[src/sv/sha2_pkg.sv]
// shared types, constants and round tables for the sha-256/224 hasher
`timescale 1ns / 1ps

package sha2_pkg;

  localparam int unsigned WordW  = 32;
  localparam int unsigned FillW  = 6;
  localparam int unsigned LenW   = 61;
  localparam int unsigned NumBuf = 16;
  localparam int unsigned NumHash = 8;

  localparam logic [FillW-1:0] FillLast = 6'h3f;
  localparam logic [FillW-1:0] FillLen  = 6'd56;
  localparam logic [7:0]       PadByte  = 8'h80;
  localparam logic [5:0]       LastRound = 6'd63;

  typedef enum logic [7:0] {
    ST_IDLE  = 8'b0000_0001,
    ST_DATA  = 8'b0000_0010,
    ST_PAD   = 8'b0000_0100,
    ST_ZERO  = 8'b0000_1000,
    ST_LEN   = 8'b0001_0000,
    ST_ROUND = 8'b0010_0000,
    ST_FIN   = 8'b0100_0000,
    ST_OUT   = 8'b1000_0000
  } state_e;

  typedef enum logic [1:0] {
    BS_DATA = 2'd0,
    BS_PAD  = 2'd1,
    BS_ZERO = 2'd2,
    BS_LEN  = 2'd3
  } bsel_e;

  typedef struct packed {
    logic       load;
    logic       put;
    bsel_e      bsel;
    logic [1:0] bidx;
    logic       init_rnd;
    logic       rnd_step;
    logic [5:0] rnd_idx;
    logic       finish;
    logic       restart;
    logic [2:0] oidx;
  } cmd_t;

  typedef struct packed {
    logic [FillW-1:0] fill;
    logic [2:0]       cnt;
    logic             msg_end;
  } status_t;

  function automatic logic [31:0] iv_fn(input logic mode, input logic [2:0] i);
    logic [31:0] r;
    unique case (i)
      3'd0: r = mode ? 32'hc1059ed8 : 32'h6a09e667;
      3'd1: r = mode ? 32'h367cd507 : 32'hbb67ae85;
      3'd2: r = mode ? 32'h3070dd17 : 32'h3c6ef372;
      3'd3: r = mode ? 32'hf70e5939 : 32'ha54ff53a;
      3'd4: r = mode ? 32'hffc00b31 : 32'h510e527f;
      3'd5: r = mode ? 32'h68581511 : 32'h9b05688c;
      3'd6: r = mode ? 32'h64f98fa7 : 32'h1f83d9ab;
      default: r = mode ? 32'hbefa4fa4 : 32'h5be0cd19;
    endcase
    return r;
  endfunction

  function automatic logic [31:0] k_fn(input logic [5:0] i);
    logic [31:0] r;
    unique case (i)
      6'd0: r = 32'h428a2f98;  6'd1: r = 32'h71374491;  6'd2: r = 32'hb5c0fbcf;
      6'd3: r = 32'he9b5dba5;  6'd4: r = 32'h3956c25b;  6'd5: r = 32'h59f111f1;
      6'd6: r = 32'h923f82a4;  6'd7: r = 32'hab1c5ed5;  6'd8: r = 32'hd807aa98;
      6'd9: r = 32'h12835b01;  6'd10: r = 32'h243185be; 6'd11: r = 32'h550c7dc3;
      6'd12: r = 32'h72be5d74; 6'd13: r = 32'h80deb1fe; 6'd14: r = 32'h9bdc06a7;
      6'd15: r = 32'hc19bf174; 6'd16: r = 32'he49b69c1; 6'd17: r = 32'hefbe4786;
      6'd18: r = 32'h0fc19dc6; 6'd19: r = 32'h240ca1cc; 6'd20: r = 32'h2de92c6f;
      6'd21: r = 32'h4a7484aa; 6'd22: r = 32'h5cb0a9dc; 6'd23: r = 32'h76f988da;
      6'd24: r = 32'h983e5152; 6'd25: r = 32'ha831c66d; 6'd26: r = 32'hb00327c8;
      6'd27: r = 32'hbf597fc7; 6'd28: r = 32'hc6e00bf3; 6'd29: r = 32'hd5a79147;
      6'd30: r = 32'h06ca6351; 6'd31: r = 32'h14292967; 6'd32: r = 32'h27b70a85;
      6'd33: r = 32'h2e1b2138; 6'd34: r = 32'h4d2c6dfc; 6'd35: r = 32'h53380d13;
      6'd36: r = 32'h650a7354; 6'd37: r = 32'h766a0abb; 6'd38: r = 32'h81c2c92e;
      6'd39: r = 32'h92722c85; 6'd40: r = 32'ha2bfe8a1; 6'd41: r = 32'ha81a664b;
      6'd42: r = 32'hc24b8b70; 6'd43: r = 32'hc76c51a3; 6'd44: r = 32'hd192e819;
      6'd45: r = 32'hd6990624; 6'd46: r = 32'hf40e3585; 6'd47: r = 32'h106aa070;
      6'd48: r = 32'h19a4c116; 6'd49: r = 32'h1e376c08; 6'd50: r = 32'h2748774c;
      6'd51: r = 32'h34b0bcb5; 6'd52: r = 32'h391c0cb3; 6'd53: r = 32'h4ed8aa4a;
      6'd54: r = 32'h5b9cca4f; 6'd55: r = 32'h682e6ff3; 6'd56: r = 32'h748f82ee;
      6'd57: r = 32'h78a5636f; 6'd58: r = 32'h84c87814; 6'd59: r = 32'h8cc70208;
      6'd60: r = 32'h90befffa; 6'd61: r = 32'ha4506ceb; 6'd62: r = 32'hbef9a3f7;
      default: r = 32'hc67178f2;
    endcase
    return r;
  endfunction

endpackage

[src/sv/sha2_dp.sv]
// datapath: block buffer, message schedule, round registers and hash state
`timescale 1ns / 1ps

module sha2_dp (
  input  logic             clk_i,
  input  logic             rst_ni,
  input  logic             mode_i,
  input  logic [31:0]      word_i,
  input  logic [2:0]       cnt_i,
  input  logic             end_i,
  input  sha2_pkg::cmd_t   cmd_i,
  output sha2_pkg::status_t sts_o,
  output logic [31:0]      digest_o
);

  logic [31:0] hash_q [sha2_pkg::NumHash];
  logic [31:0] hash_d [sha2_pkg::NumHash];
  logic [31:0] buf_q  [sha2_pkg::NumBuf];
  logic [31:0] buf_d  [sha2_pkg::NumBuf];
  logic [31:0] v_q    [8];
  logic [31:0] v_d    [8];
  logic [sha2_pkg::FillW-1:0] fill_q, fill_d;
  logic [sha2_pkg::LenW-1:0]  len_q, len_d;
  logic [31:0] word_q;
  logic [2:0]  cnt_q;
  logic        end_q;
  logic [2:0]  cnt_sat;
  logic [7:0]  byte_w;
  logic [31:0] wsh;
  logic [63:0] bits, bsh;
  logic [31:0] s0, s1, wnew, e1, ch, e0, mj, t1;

  assign cnt_sat = (cnt_i > 3'd4) ? 3'd4 : cnt_i;
  assign wsh  = word_q << {cmd_i.bidx, 3'b000};
  assign bits = {len_q, 3'b000};
  assign bsh  = bits << {fill_q[2:0], 3'b000};

  always_comb begin
    unique case (cmd_i.bsel)
      sha2_pkg::BS_DATA: byte_w = wsh[31:24];
      sha2_pkg::BS_PAD:  byte_w = sha2_pkg::PadByte;
      sha2_pkg::BS_ZERO: byte_w = 8'h00;
      default:           byte_w = bsh[63:56];
    endcase
  end

  assign s0 = {buf_q[1][6:0], buf_q[1][31:7]} ^ {buf_q[1][17:0], buf_q[1][31:18]}
            ^ (buf_q[1] >> 3);
  assign s1 = {buf_q[14][16:0], buf_q[14][31:17]} ^ {buf_q[14][18:0], buf_q[14][31:19]}
            ^ (buf_q[14] >> 10);
  assign wnew = s1 + buf_q[9] + s0 + buf_q[0];
  assign e1 = {v_q[4][5:0], v_q[4][31:6]} ^ {v_q[4][10:0], v_q[4][31:11]}
            ^ {v_q[4][24:0], v_q[4][31:25]};
  assign ch = (v_q[4] & v_q[5]) ^ (~v_q[4] & v_q[6]);
  assign t1 = v_q[7] + e1 + ch + sha2_pkg::k_fn(cmd_i.rnd_idx) + buf_q[0];
  assign e0 = {v_q[0][1:0], v_q[0][31:2]} ^ {v_q[0][12:0], v_q[0][31:13]}
            ^ {v_q[0][21:0], v_q[0][31:22]};
  assign mj = (v_q[0] & v_q[1]) ^ (v_q[0] & v_q[2]) ^ (v_q[1] & v_q[2]);

  always_comb begin
    hash_d = hash_q;
    buf_d  = buf_q;
    v_d    = v_q;
    fill_d = fill_q;
    len_d  = len_q;
    if (cmd_i.load) begin
      len_d = len_q + sha2_pkg::LenW'(cnt_sat);
    end
    if (cmd_i.put) begin
      unique case (fill_q[1:0])
        2'd0: buf_d[fill_q[5:2]][31:24] = byte_w;
        2'd1: buf_d[fill_q[5:2]][23:16] = byte_w;
        2'd2: buf_d[fill_q[5:2]][15:8]  = byte_w;
        default: buf_d[fill_q[5:2]][7:0] = byte_w;
      endcase
      fill_d = fill_q + 6'd1;
    end
    if (cmd_i.init_rnd) begin
      v_d = hash_q;
    end
    if (cmd_i.rnd_step) begin
      for (int j = 0; j < 15; j++) buf_d[j] = buf_q[j+1];
      buf_d[15] = wnew;
      v_d[7] = v_q[6];
      v_d[6] = v_q[5];
      v_d[5] = v_q[4];
      v_d[4] = v_q[3] + t1;
      v_d[3] = v_q[2];
      v_d[2] = v_q[1];
      v_d[1] = v_q[0];
      v_d[0] = t1 + e0 + mj;
    end
    if (cmd_i.finish) begin
      for (int j = 0; j < 8; j++) hash_d[j] = hash_q[j] + v_q[j];
    end
    if (cmd_i.restart) begin
      for (int j = 0; j < 8; j++) hash_d[j] = sha2_pkg::iv_fn(mode_i, 3'(j));
      fill_d = '0;
      len_d  = '0;
    end
  end

  always_ff @(posedge clk_i or negedge rst_ni) begin
    if (!rst_ni) begin
      for (int j = 0; j < 8; j++) hash_q[j] <= sha2_pkg::iv_fn(1'b0, 3'(j));
      fill_q <= '0;
      len_q  <= '0;
    end else begin
      hash_q <= hash_d;
      fill_q <= fill_d;
      len_q  <= len_d;
    end
  end

  always_ff @(posedge clk_i) begin
    buf_q <= buf_d;
    v_q   <= v_d;
    if (cmd_i.load) begin
      word_q <= word_i;
      cnt_q  <= cnt_sat;
      end_q  <= end_i;
    end
  end

  assign sts_o.fill    = fill_q;
  assign sts_o.cnt     = cnt_q;
  assign sts_o.msg_end = end_q;
  assign digest_o      = hash_q[cmd_i.oidx];

endmodule

[src/sv/sha2_ctrl.sv]
// controller: byte sequencing, padding, round count and digest output
`timescale 1ns / 1ps

module sha2_ctrl (
  input  logic              clk_i,
  input  logic              rst_ni,
  input  logic              mode_i,
  input  logic              cfg_wr_i,
  input  logic              in_valid_i,
  output logic              in_ready_o,
  output logic              out_valid_o,
  input  logic              out_ready_i,
  output logic              out_last_o,
  input  sha2_pkg::status_t sts_i,
  output sha2_pkg::cmd_t    cmd_o
);

  sha2_pkg::state_e state_q, state_d, ret_q, ret_d;
  logic [2:0] bi_q, bi_d;
  logic [5:0] rnd_q, rnd_d;
  logic [2:0] oi_q, oi_d;
  logic       full;

  assign full = (sts_i.fill == sha2_pkg::FillLast);

  always_comb begin
    state_d = state_q;
    ret_d   = ret_q;
    bi_d    = bi_q;
    rnd_d   = rnd_q;
    oi_d    = oi_q;
    cmd_o   = '0;
    cmd_o.bsel    = sha2_pkg::BS_DATA;
    cmd_o.bidx    = bi_q[1:0];
    cmd_o.rnd_idx = rnd_q;
    cmd_o.oidx    = oi_q;
    in_ready_o  = 1'b0;
    out_valid_o = 1'b0;
    out_last_o  = 1'b0;
    unique case (state_q)
      sha2_pkg::ST_IDLE: begin
        in_ready_o = 1'b1;
        cmd_o.restart = cfg_wr_i;
        if (in_valid_i) begin
          cmd_o.load = 1'b1;
          bi_d = '0;
          state_d = sha2_pkg::ST_DATA;
        end
      end
      sha2_pkg::ST_DATA: begin
        if (bi_q < sts_i.cnt) begin
          cmd_o.put = 1'b1;
          bi_d = bi_q + 3'd1;
          if (full) begin
            cmd_o.init_rnd = 1'b1;
            ret_d = sha2_pkg::ST_DATA;
            state_d = sha2_pkg::ST_ROUND;
          end
        end else if (sts_i.msg_end) begin
          state_d = sha2_pkg::ST_PAD;
        end else begin
          state_d = sha2_pkg::ST_IDLE;
        end
      end
      sha2_pkg::ST_PAD: begin
        cmd_o.put  = 1'b1;
        cmd_o.bsel = sha2_pkg::BS_PAD;
        state_d = sha2_pkg::ST_ZERO;
        if (full) begin
          cmd_o.init_rnd = 1'b1;
          ret_d = sha2_pkg::ST_ZERO;
          state_d = sha2_pkg::ST_ROUND;
        end
      end
      sha2_pkg::ST_ZERO: begin
        if (sts_i.fill == sha2_pkg::FillLen) begin
          state_d = sha2_pkg::ST_LEN;
        end else begin
          cmd_o.put  = 1'b1;
          cmd_o.bsel = sha2_pkg::BS_ZERO;
          if (full) begin
            cmd_o.init_rnd = 1'b1;
            ret_d = sha2_pkg::ST_ZERO;
            state_d = sha2_pkg::ST_ROUND;
          end
        end
      end
      sha2_pkg::ST_LEN: begin
        cmd_o.put  = 1'b1;
        cmd_o.bsel = sha2_pkg::BS_LEN;
        if (full) begin
          cmd_o.init_rnd = 1'b1;
          ret_d = sha2_pkg::ST_OUT;
          oi_d  = '0;
          state_d = sha2_pkg::ST_ROUND;
        end
      end
      sha2_pkg::ST_ROUND: begin
        cmd_o.rnd_step = 1'b1;
        rnd_d = rnd_q + 6'd1;
        if (rnd_q == sha2_pkg::LastRound) begin
          state_d = sha2_pkg::ST_FIN;
        end
      end
      sha2_pkg::ST_FIN: begin
        cmd_o.finish = 1'b1;
        state_d = ret_q;
      end
      sha2_pkg::ST_OUT: begin
        out_valid_o = 1'b1;
        out_last_o  = (oi_q == (mode_i ? 3'd6 : 3'd7));
        if (out_ready_i) begin
          oi_d = oi_q + 3'd1;
          if (out_last_o) begin
            cmd_o.restart = 1'b1;
            state_d = sha2_pkg::ST_IDLE;
          end
        end
      end
      default: state_d = sha2_pkg::ST_IDLE;
    endcase
  end

  always_ff @(posedge clk_i or negedge rst_ni) begin
    if (!rst_ni) begin
      state_q <= sha2_pkg::ST_IDLE;
      ret_q   <= sha2_pkg::ST_IDLE;
      bi_q    <= '0;
      rnd_q   <= '0;
      oi_q    <= '0;
    end else begin
      state_q <= state_d;
      ret_q   <= ret_d;
      bi_q    <= bi_d;
      rnd_q   <= rnd_d;
      oi_q    <= oi_d;
    end
  end

endmodule

[src/sv/sha256_sha224_hasher.sv]
// top level of the streaming sha-256/224 hasher
`timescale 1ns / 1ps

// Streaming SHA-256/SHA-224 hasher. Message words enter big-endian with a
// byte count; the block packs bytes one per clock while no compression runs,
// so a full word costs its accept, four byte writes and the return to idle,
// and each 64-byte block adds 64 rounds and the hash update, set by the single
// shared round unit. The final word adds the padding bytes and the length,
// written the same way, and the last compression before 8 digest words (7 in
// SHA-224 mode) appear, one per accepted output transaction.
// mode_224 at address 0 selects SHA-224 and restarts the hasher; write it
// only while idle.

module sha256_sha224_hasher (
  input  logic        clk_i,
  input  logic        rst_ni,
  input  logic        s_axis_tvalid,
  output logic        s_axis_tready,
  input  logic [39:0] s_axis_tdata,   // data_word[31:0], byte_count[34:32], zero pad
  input  logic        s_axis_tlast,
  output logic        m_axis_tvalid,
  input  logic        m_axis_tready,
  output logic [39:0] m_axis_tdata,   // digest_word[31:0], word_index[34:32], zero pad
  output logic        m_axis_tlast,
  input  logic        psel,
  input  logic        penable,
  input  logic        pwrite,
  input  logic [2:0]  paddr,
  input  logic [31:0] pwdata,
  output logic [31:0] prdata,
  output logic        pready
);

  sha2_pkg::cmd_t    cmd;
  sha2_pkg::status_t sts;
  logic        mode_q;
  logic        cfg_wr;
  logic [31:0] digest;

  assign pready = 1'b1;
  assign cfg_wr = psel && penable && pwrite && (paddr == 3'd0);
  assign prdata = (paddr == 3'd0) ? {31'd0, mode_q} : 32'd0;

  always_ff @(posedge clk_i or negedge rst_ni) begin
    if (!rst_ni) begin
      mode_q <= 1'b0;
    end else if (cfg_wr) begin
      mode_q <= pwdata[0];
    end
  end

  sha2_ctrl u_ctrl (
    .clk_i       (clk_i),
    .rst_ni      (rst_ni),
    .mode_i      (mode_q),
    .cfg_wr_i    (cfg_wr),
    .in_valid_i  (s_axis_tvalid),
    .in_ready_o  (s_axis_tready),
    .out_valid_o (m_axis_tvalid),
    .out_ready_i (m_axis_tready),
    .out_last_o  (m_axis_tlast),
    .sts_i       (sts),
    .cmd_o       (cmd)
  );

  sha2_dp u_dp (
    .clk_i    (clk_i),
    .rst_ni   (rst_ni),
    .mode_i   (cfg_wr ? pwdata[0] : mode_q),
    .word_i   (s_axis_tdata[31:0]),
    .cnt_i    (s_axis_tdata[34:32]),
    .end_i    (s_axis_tlast),
    .cmd_i    (cmd),
    .sts_o    (sts),
    .digest_o (digest)
  );

  assign m_axis_tdata = {5'd0, cmd.oidx, digest};

endmodule

[config.mk]
export PLATFORM = sky130hd
export DESIGN_NAME = sha256_sha224_hasher
export DESIGN_NICKNAME = d
export VERILOG_FILES = /design/src/sv/sha2_pkg.sv /design/src/sv/sha2_dp.sv /design/src/sv/sha2_ctrl.sv /design/src/sv/sha256_sha224_hasher.sv
export SDC_FILE = /design/constraint.sdc
export NUM_CORES = 2
export LEC_CHECK = 0
export ABC_AREA = 1
export CORE_ASPECT_RATIO = 0.5
export CORE_MARGIN = 5
export CORE_UTILIZATION = 57
export DETAILED_ROUTE_END_ITERATION = 8
export DONT_BUFFER_PORTS = 1
export PLACE_DENSITY = 0.72
export SLEW_MARGIN = 20
export SYNTH_ARGS = -nofsm -noshare
export SYNTH_HDL_FRONTEND = slang
export SYNTH_SLANG_ARGS = --single-unit
[constraint.sdc]
create_clock -name clk_i -period 25.1 [get_ports clk_i]
set_input_delay 5.02 -clock clk_i [delete_from_list [all_inputs] [get_ports clk_i]]
set_output_delay 5.02 -clock clk_i [all_outputs]
set_load 0.05 [all_outputs]
## Word level (Yosys, flattened, before mapping)

Memory sizes are Yosys's and may differ from the RTL's.
Cells that the tools add are included.

| cells by class | value |
|---|---|
| add/subtract/negate cells | 23 |
| multiply operators | 0 |
| divide/modulo/power cells | 0 |
| order comparisons | 5 |
| eq/ne operators | 24 |
| shift operators | 2 |
| muxes and demuxes | 79 |
| bitwise logic cells | 19 |
| reductions and logical operators | 20 |

Operators with widths:

| kind | count |
|---|---|
| $bwmux W512 | 4 |
| $pmux W512 S3 | 1 |
| $mux W256 | 4 |
| $mux W512 | 2 |
| $add A32 B32 Y32 | 18 |
| $demux W32 S4 | 4 |
| $xor A32 B32 Y32 | 9 |
| $mux W32 | 8 |
| $and A32 B32 Y32 | 5 |
| $mux W61 | 2 |
| $mux W8 | 13 |
| $bmux W32 S3 | 1 |
| $pmux W8 S8 | 1 |
| $shl A64 B6 Y64 | 1 |
| $mux W31 | 2 |
| $add A61 B3 Y61 | 1 |
| $not A32 Y32 | 1 |
| $pmux W8 S4 | 1 |
| $shl A32 B5 Y32 | 1 |
| $xor A32 B22 Y32 | 1 |
| $xor A32 B29 Y32 | 1 |
| $mux W28 | 1 |
| $mux W24 | 1 |
| $pmux W8 S3 | 1 |
| 40 further kinds | 88 |

| storage, ports and cells | value |
|---|---|
| register bits after elaboration | 1,156 |
| latch bits | 0 |
| memory bits (writable) | 0 |
| bits in read-only memories | 2,048 |
| input port bits | 83 |
| output and inout port bits | 76 |
| word-level logic and storage cells | 216 |
| memories kept | 1 |

Memories:

| memory | words | bits a word | read ports | clocked after memory_dff | wr ports | RTL line | source |
|---|---|---|---|---|---|---|---|
| (name not given) | 64 | 32 | 1 | 0 | 0 | sha2_pkg.sv:71 | `unique case (i)` |

## Depth between registers and ports, before layout

| logic depth | value |
|---|---|
| word-level depth | 9 |
| gate-level depth with buffers | 47 |
| mapped depth without buffers | 45 |

## Modules after synthesis

Synthesis repeated with hierarchy kept, for this count alone.

| unflattened totals | value |
|---|---|
| cells, all modules | 11,941 |
| area, all modules | 90,974.8 um^2 |

By module, submodules not included:

| module | times used | cells each | area each (um^2) | sequential area each (um^2) |
|---|---|---|---|---|
| sha2_dp | 1 | 11,675 | 89,041.6 | 32,396.1 |
| sha2_ctrl | 1 | 212 | 1,550.2 | 603.1 |
| sha256_sha224_hasher | 1 | 54 | 382.9 | 25.0 |

## Least setup slack after synthesis

No wires, ideal clock.

| timing | value |
|---|---|
| path kind | flip-flop to flip-flop |
| from | register u_dp.fill_q[0] in the netlist's numbering |
| to | register u_dp.buf_q[104] in the netlist's numbering, enable pin |
| setup time | 1.137 ns |
| arrival time | 18.066 ns |
| data required time | 23.963 ns |
| path slack | 5.897 ns |
| cell stages (with the launch flop) | 15 |
| buffers on the path | 5 |
| clock period less this slack | 19.203 ns |
| cell sequence | dfrtp_1 > buf_2 > inv_1 > buf_4 > buf_2 > ha_1 > clkbuf_1 > inv_1 > nor2_2 > nor2_2 > nor2_8 > nand2_2 > nor2_2 > buf_2 > nor2_1 |

| on the way | value |
|---|---|
| cells in the longest elaborated chain, start to end | 4 |

RTL lines:

| what | RTL line | source |
|---|---|---|
| from (decl) | sha2_dp.sv:22 | `logic [sha2_pkg::FillW-1:0] fill_q, fill_d;` |
| from (signal assigned) | sha2_dp.sv:110 | `fill_q <= fill_d;` |
| $eq A6 B6 Y1 | sha2_ctrl.sv:76 | `if (sts_i.fill == sha2_pkg::FillLen) begin` |
| $mux W3 | sha2_ctrl.sv:76 |  |
| $pmux W1 S3 | sha2_ctrl.sv:40 | `unique case (state_q)` |
| $reduce_bool A2 Y1 (no line) | -- |  |
| to (signal assigned) | sha2_dp.sv:116 | `buf_q <= buf_d;` |
| to (decl) | sha2_dp.sv:18 | `logic [31:0] buf_q [sha2_pkg::NumBuf];` |

Every way passes these cells.
A chain may end at the register's enable or synchronous reset.

## Worst setup path in the final report

| timing | value |
|---|---|
| from | input port paddr[1] |
| to | output port prdata[0] |

| on the way | value |
|---|---|
| cells in the longest elaborated chain, start to end | 2 |

RTL lines:

| what | RTL line | source |
|---|---|---|
| from (decl) | sha256_sha224_hasher.sv:28 | `input logic [2:0] paddr,` |
| $logic_not A3 Y1 | sha256_sha224_hasher.sv:42 | `assign prdata = (paddr == 3'd0) ? {31'd0, mode_q} : 32'd0;` |
| $mux W1 | sha256_sha224_hasher.sv:42 |  |
| to (decl) | sha256_sha224_hasher.sv:30 | `output logic [31:0] prdata,` |

Every way passes these cells.

==> results.cfg <==
[run_status]
run_status = complete, no violations

[placement]
port_buffers = 0
dp_hpwl_mm = 289
dp_slack_ps = 14220
place_inst = 14700
place.gp.congestion = 1.11

[global_route]
grt_antenna_before_repair = 20
grt-ovfl-total = 0
grt_pass1_wl_mm = 569
grt_pass1_vias = 87000
grt_max_degree = 349
grt_usage = 0.435

[critical_path]
crit_end = prdata[0]
setup.worst_path.end_class = output port
crit_arrival_ps = 5850
reg2reg_slack_ps = 14850
timing.rr.end = u_dp.v_q[244]$_DFFE_PP_
r2r_start = u_ctrl.rnd_q[1]$_DFFE_PN0P_
critPathLaunchType = input pin
r2r_cells = 35
required_ps = 20080
critPathKind = in2out
startpoint = paddr[1]
critPathMaxFanout = 2

[detailed_routing]
drc = 0
dr.pass1.iters = 7
vias = 95100
drtAntennaViolNets = 0
wl_per_cell_um = 26.3
drt_iter0_drc = 14200
drt-total-wl_mm = 394
avgViaCountPerCell = 6.35

[final_layout]
fillerInstances = 15300
utilization = 0.605
syn2layout_area_growth_pct = 5.69
layoutNonFillerInstCount = 15000
drive_above_1_share = 0.0449
final_nets = 13300

[floorplan]
fp.dieH_um = 297
die_area_um2 = 173000
fp.coreArea_um2 = 164000
row_count = 105
ios = 159
die_w_um = 584
initial_utilization = 0.573

[yosys]
yosysWarningCount = 0
synthFlopType = edfxtp_1
synth_enable_flop_cells = 804
synthDominantCellAreaShare = 0.257
synth_top_area_cell = edfxtp_1
syn_inst = 13000
yosysMostFrequentCell = nand2_1
synth.distinct_cells = 64
synthArstFlopShare = 0.302
avgSynthCellArea_um2 = 7.21
syn-cell-area_um2 = 93800
synthTopCellsByArea = edfxtp_1 (26%), nand2_1 (15%), o21ai_0 (8.6%)
synth-seq-area-share = 0.352
synth_commonest_cells = nand2_1 (3711), o21ai_0 (1613), inv_1 (1508)
synth_seq_cells = 1152

[clocking]
postCtsSetupBuffers = 0
cts_root_buffer = clkbuf_16
clk_latency_ps = 810
ctsHoldBuffers = 0
cts.sinks = 1152
clk_path_buf_depth = 3
cts_tree = yes
cts_made_buffers = 114
clkTransAtPathRegs_ps = 70
post_cts_resized = 0
ctsHtreeMaxLevel = 3

[flow_run]
cap_violations = 0

[sta]
grt_setup_unrepaired = false
tightestPinTransition_ps = 1430
setup_viol = 0
setup_ws_ps = 14230
timing.final.crit_share = 0.433
max_slew_margin = 0.0450
finalHoldViolations = 0
finalCriticalPeriod_ps = 10870
report.final.slew_viol_count = 0
fmax_mhz = 92.0
fin_skew_ps = 27.1
tns_ps = 0

[min_path]
min_path_type = reg2reg
hp-start = u_ctrl.ret_q[0]$_DFFE_PN1P_

[power]
leakage_nw = 44.2
switching_share = 0.553
total_power_mw = 15.1
internal-power_mw = 6.76
power_frac_comb = 0.640
power_density_nw_per_um2 = 152
p_seq_frac = 0.237
p_clk_frac = 0.123
vdd_ir_drop_max_mv = 0.189
power_switching_mw = 8.35
placed cells by master, fill, tap and decap left out, types with 80 or more instances in the layout:
master / count
ha_1: 401
inv_1: 1503
clkbuf_16: 115
a32oi_1: 94
nand2_1: 3704
dfstp_2: 138
nand4_1: 140
fa_1: 196
nand3_1: 529
nor3_1: 122
xor2_1: 214
o21ai_0: 1604
dfrtp_1: 206
a31oi_1: 80
edfxtp_1: 804
buf_4: 122
o211ai_1: 189
a21oi_1: 789
xnor2_1: 161
nor2_1: 938
worst min path at each step:
stage	slack [ps]	end	cells after the start
finish	450	u_ctrl.ret_q[0]$_DFFE_PN1P_	2
global route	460	u_ctrl.ret_q[0]$_DFFE_PN1P_	2
CTS	450	u_ctrl.ret_q[0]$_DFFE_PN1P_	2
detailed placement	440	u_ctrl.ret_q[0]$_DFFE_PN1P_	2
global placement	430	u_ctrl.ret_q[0]$_DFFE_PN1P_	2
floorplan	420	u_ctrl.ret_q[0]$_DFFE_PN1P_	2
sequential cells by signal, summed over array words and instances (netlist names):
name and count:
u_dp.len_q 61, u_dp.hash_q 256, u_ctrl.rnd_q 6, u_dp.fill_q 6, u_dp.end_q 1, u_dp.word_q 32
u_dp.v_q 256, u_ctrl.state_q 8, u_dp.buf_q 512, u_ctrl.ret_q 4, mode_q 1, u_ctrl.bi_q 3
u_ctrl.oi_q 3, u_dp.cnt_q 3
cells by family after synthesis:
group | Yosys count | synth area share
other cells | 2 | 0.0000801
xor+xnor | 375 | 0.0350
fa+ha+maj | 600 | 0.0957
mux | 1 | 0.000120
buf+inv | 2161 | 0.0900
flops | 1152 | 0.352
simple gates | 5571 | 0.240
compound gates | 3151 | 0.187
through the flow:
| stage | instance area (µm²) | hold WS (ps) |
|---|---|---|
| global route | 99100 | 456 |
| finish | 99100 | 450 |
| floorplan | 93900 | 424 |
| CTS | 99100 | 449 |
| global placement | 95300 | 432 |
| detailed placement | 95300 | 439 |
final cells by class:
cell class                      instances  area (µm²)  share of cell area
Inverter                             1532        5780              0.0583
Clock inverter                         72         778             0.00785
Timing Repair Buffer                  128        1010              0.0102
Clock buffer                          143        3050              0.0308
Antenna cell                            7        17.5            0.000177
Tap cell                             2193        2740              0.0277
Sequential cell                      1152       33000               0.333
Multi-Input combinational cell       9735       52700               0.532
power by group through the flow:
| stage | clock network (mW) | registers [mW] | logic [mW] |
|---|---|---|---|
| after floorplan | 0 | 3.35 | 6.38 |
| after global placement | 0 | 3.54 | 9.17 |
| after detailed placement | 0 | 3.56 | 9.25 |
| after CTS | 1.85 | 3.53 | 9.31 |
| after global routing | 1.93 | 3.60 | 10.4 |
| final | 1.86 | 3.57 | 9.68 |
routing by layer:
metal,part of all wire,global-route usage,up-vias
met4,0.071,0.244,18
met1,0.37,0.572,44400
met5,0.00026,0,-
met2,0.41,0.635,6487
li1,-,-,42700
met3,0.14,0.139,1446
critical path: stages:
cell,delay (ps)
nor2_1,80
nand2_1,70
nor2_1,680
Note: power is estimated with default switching activity, not from simulation.
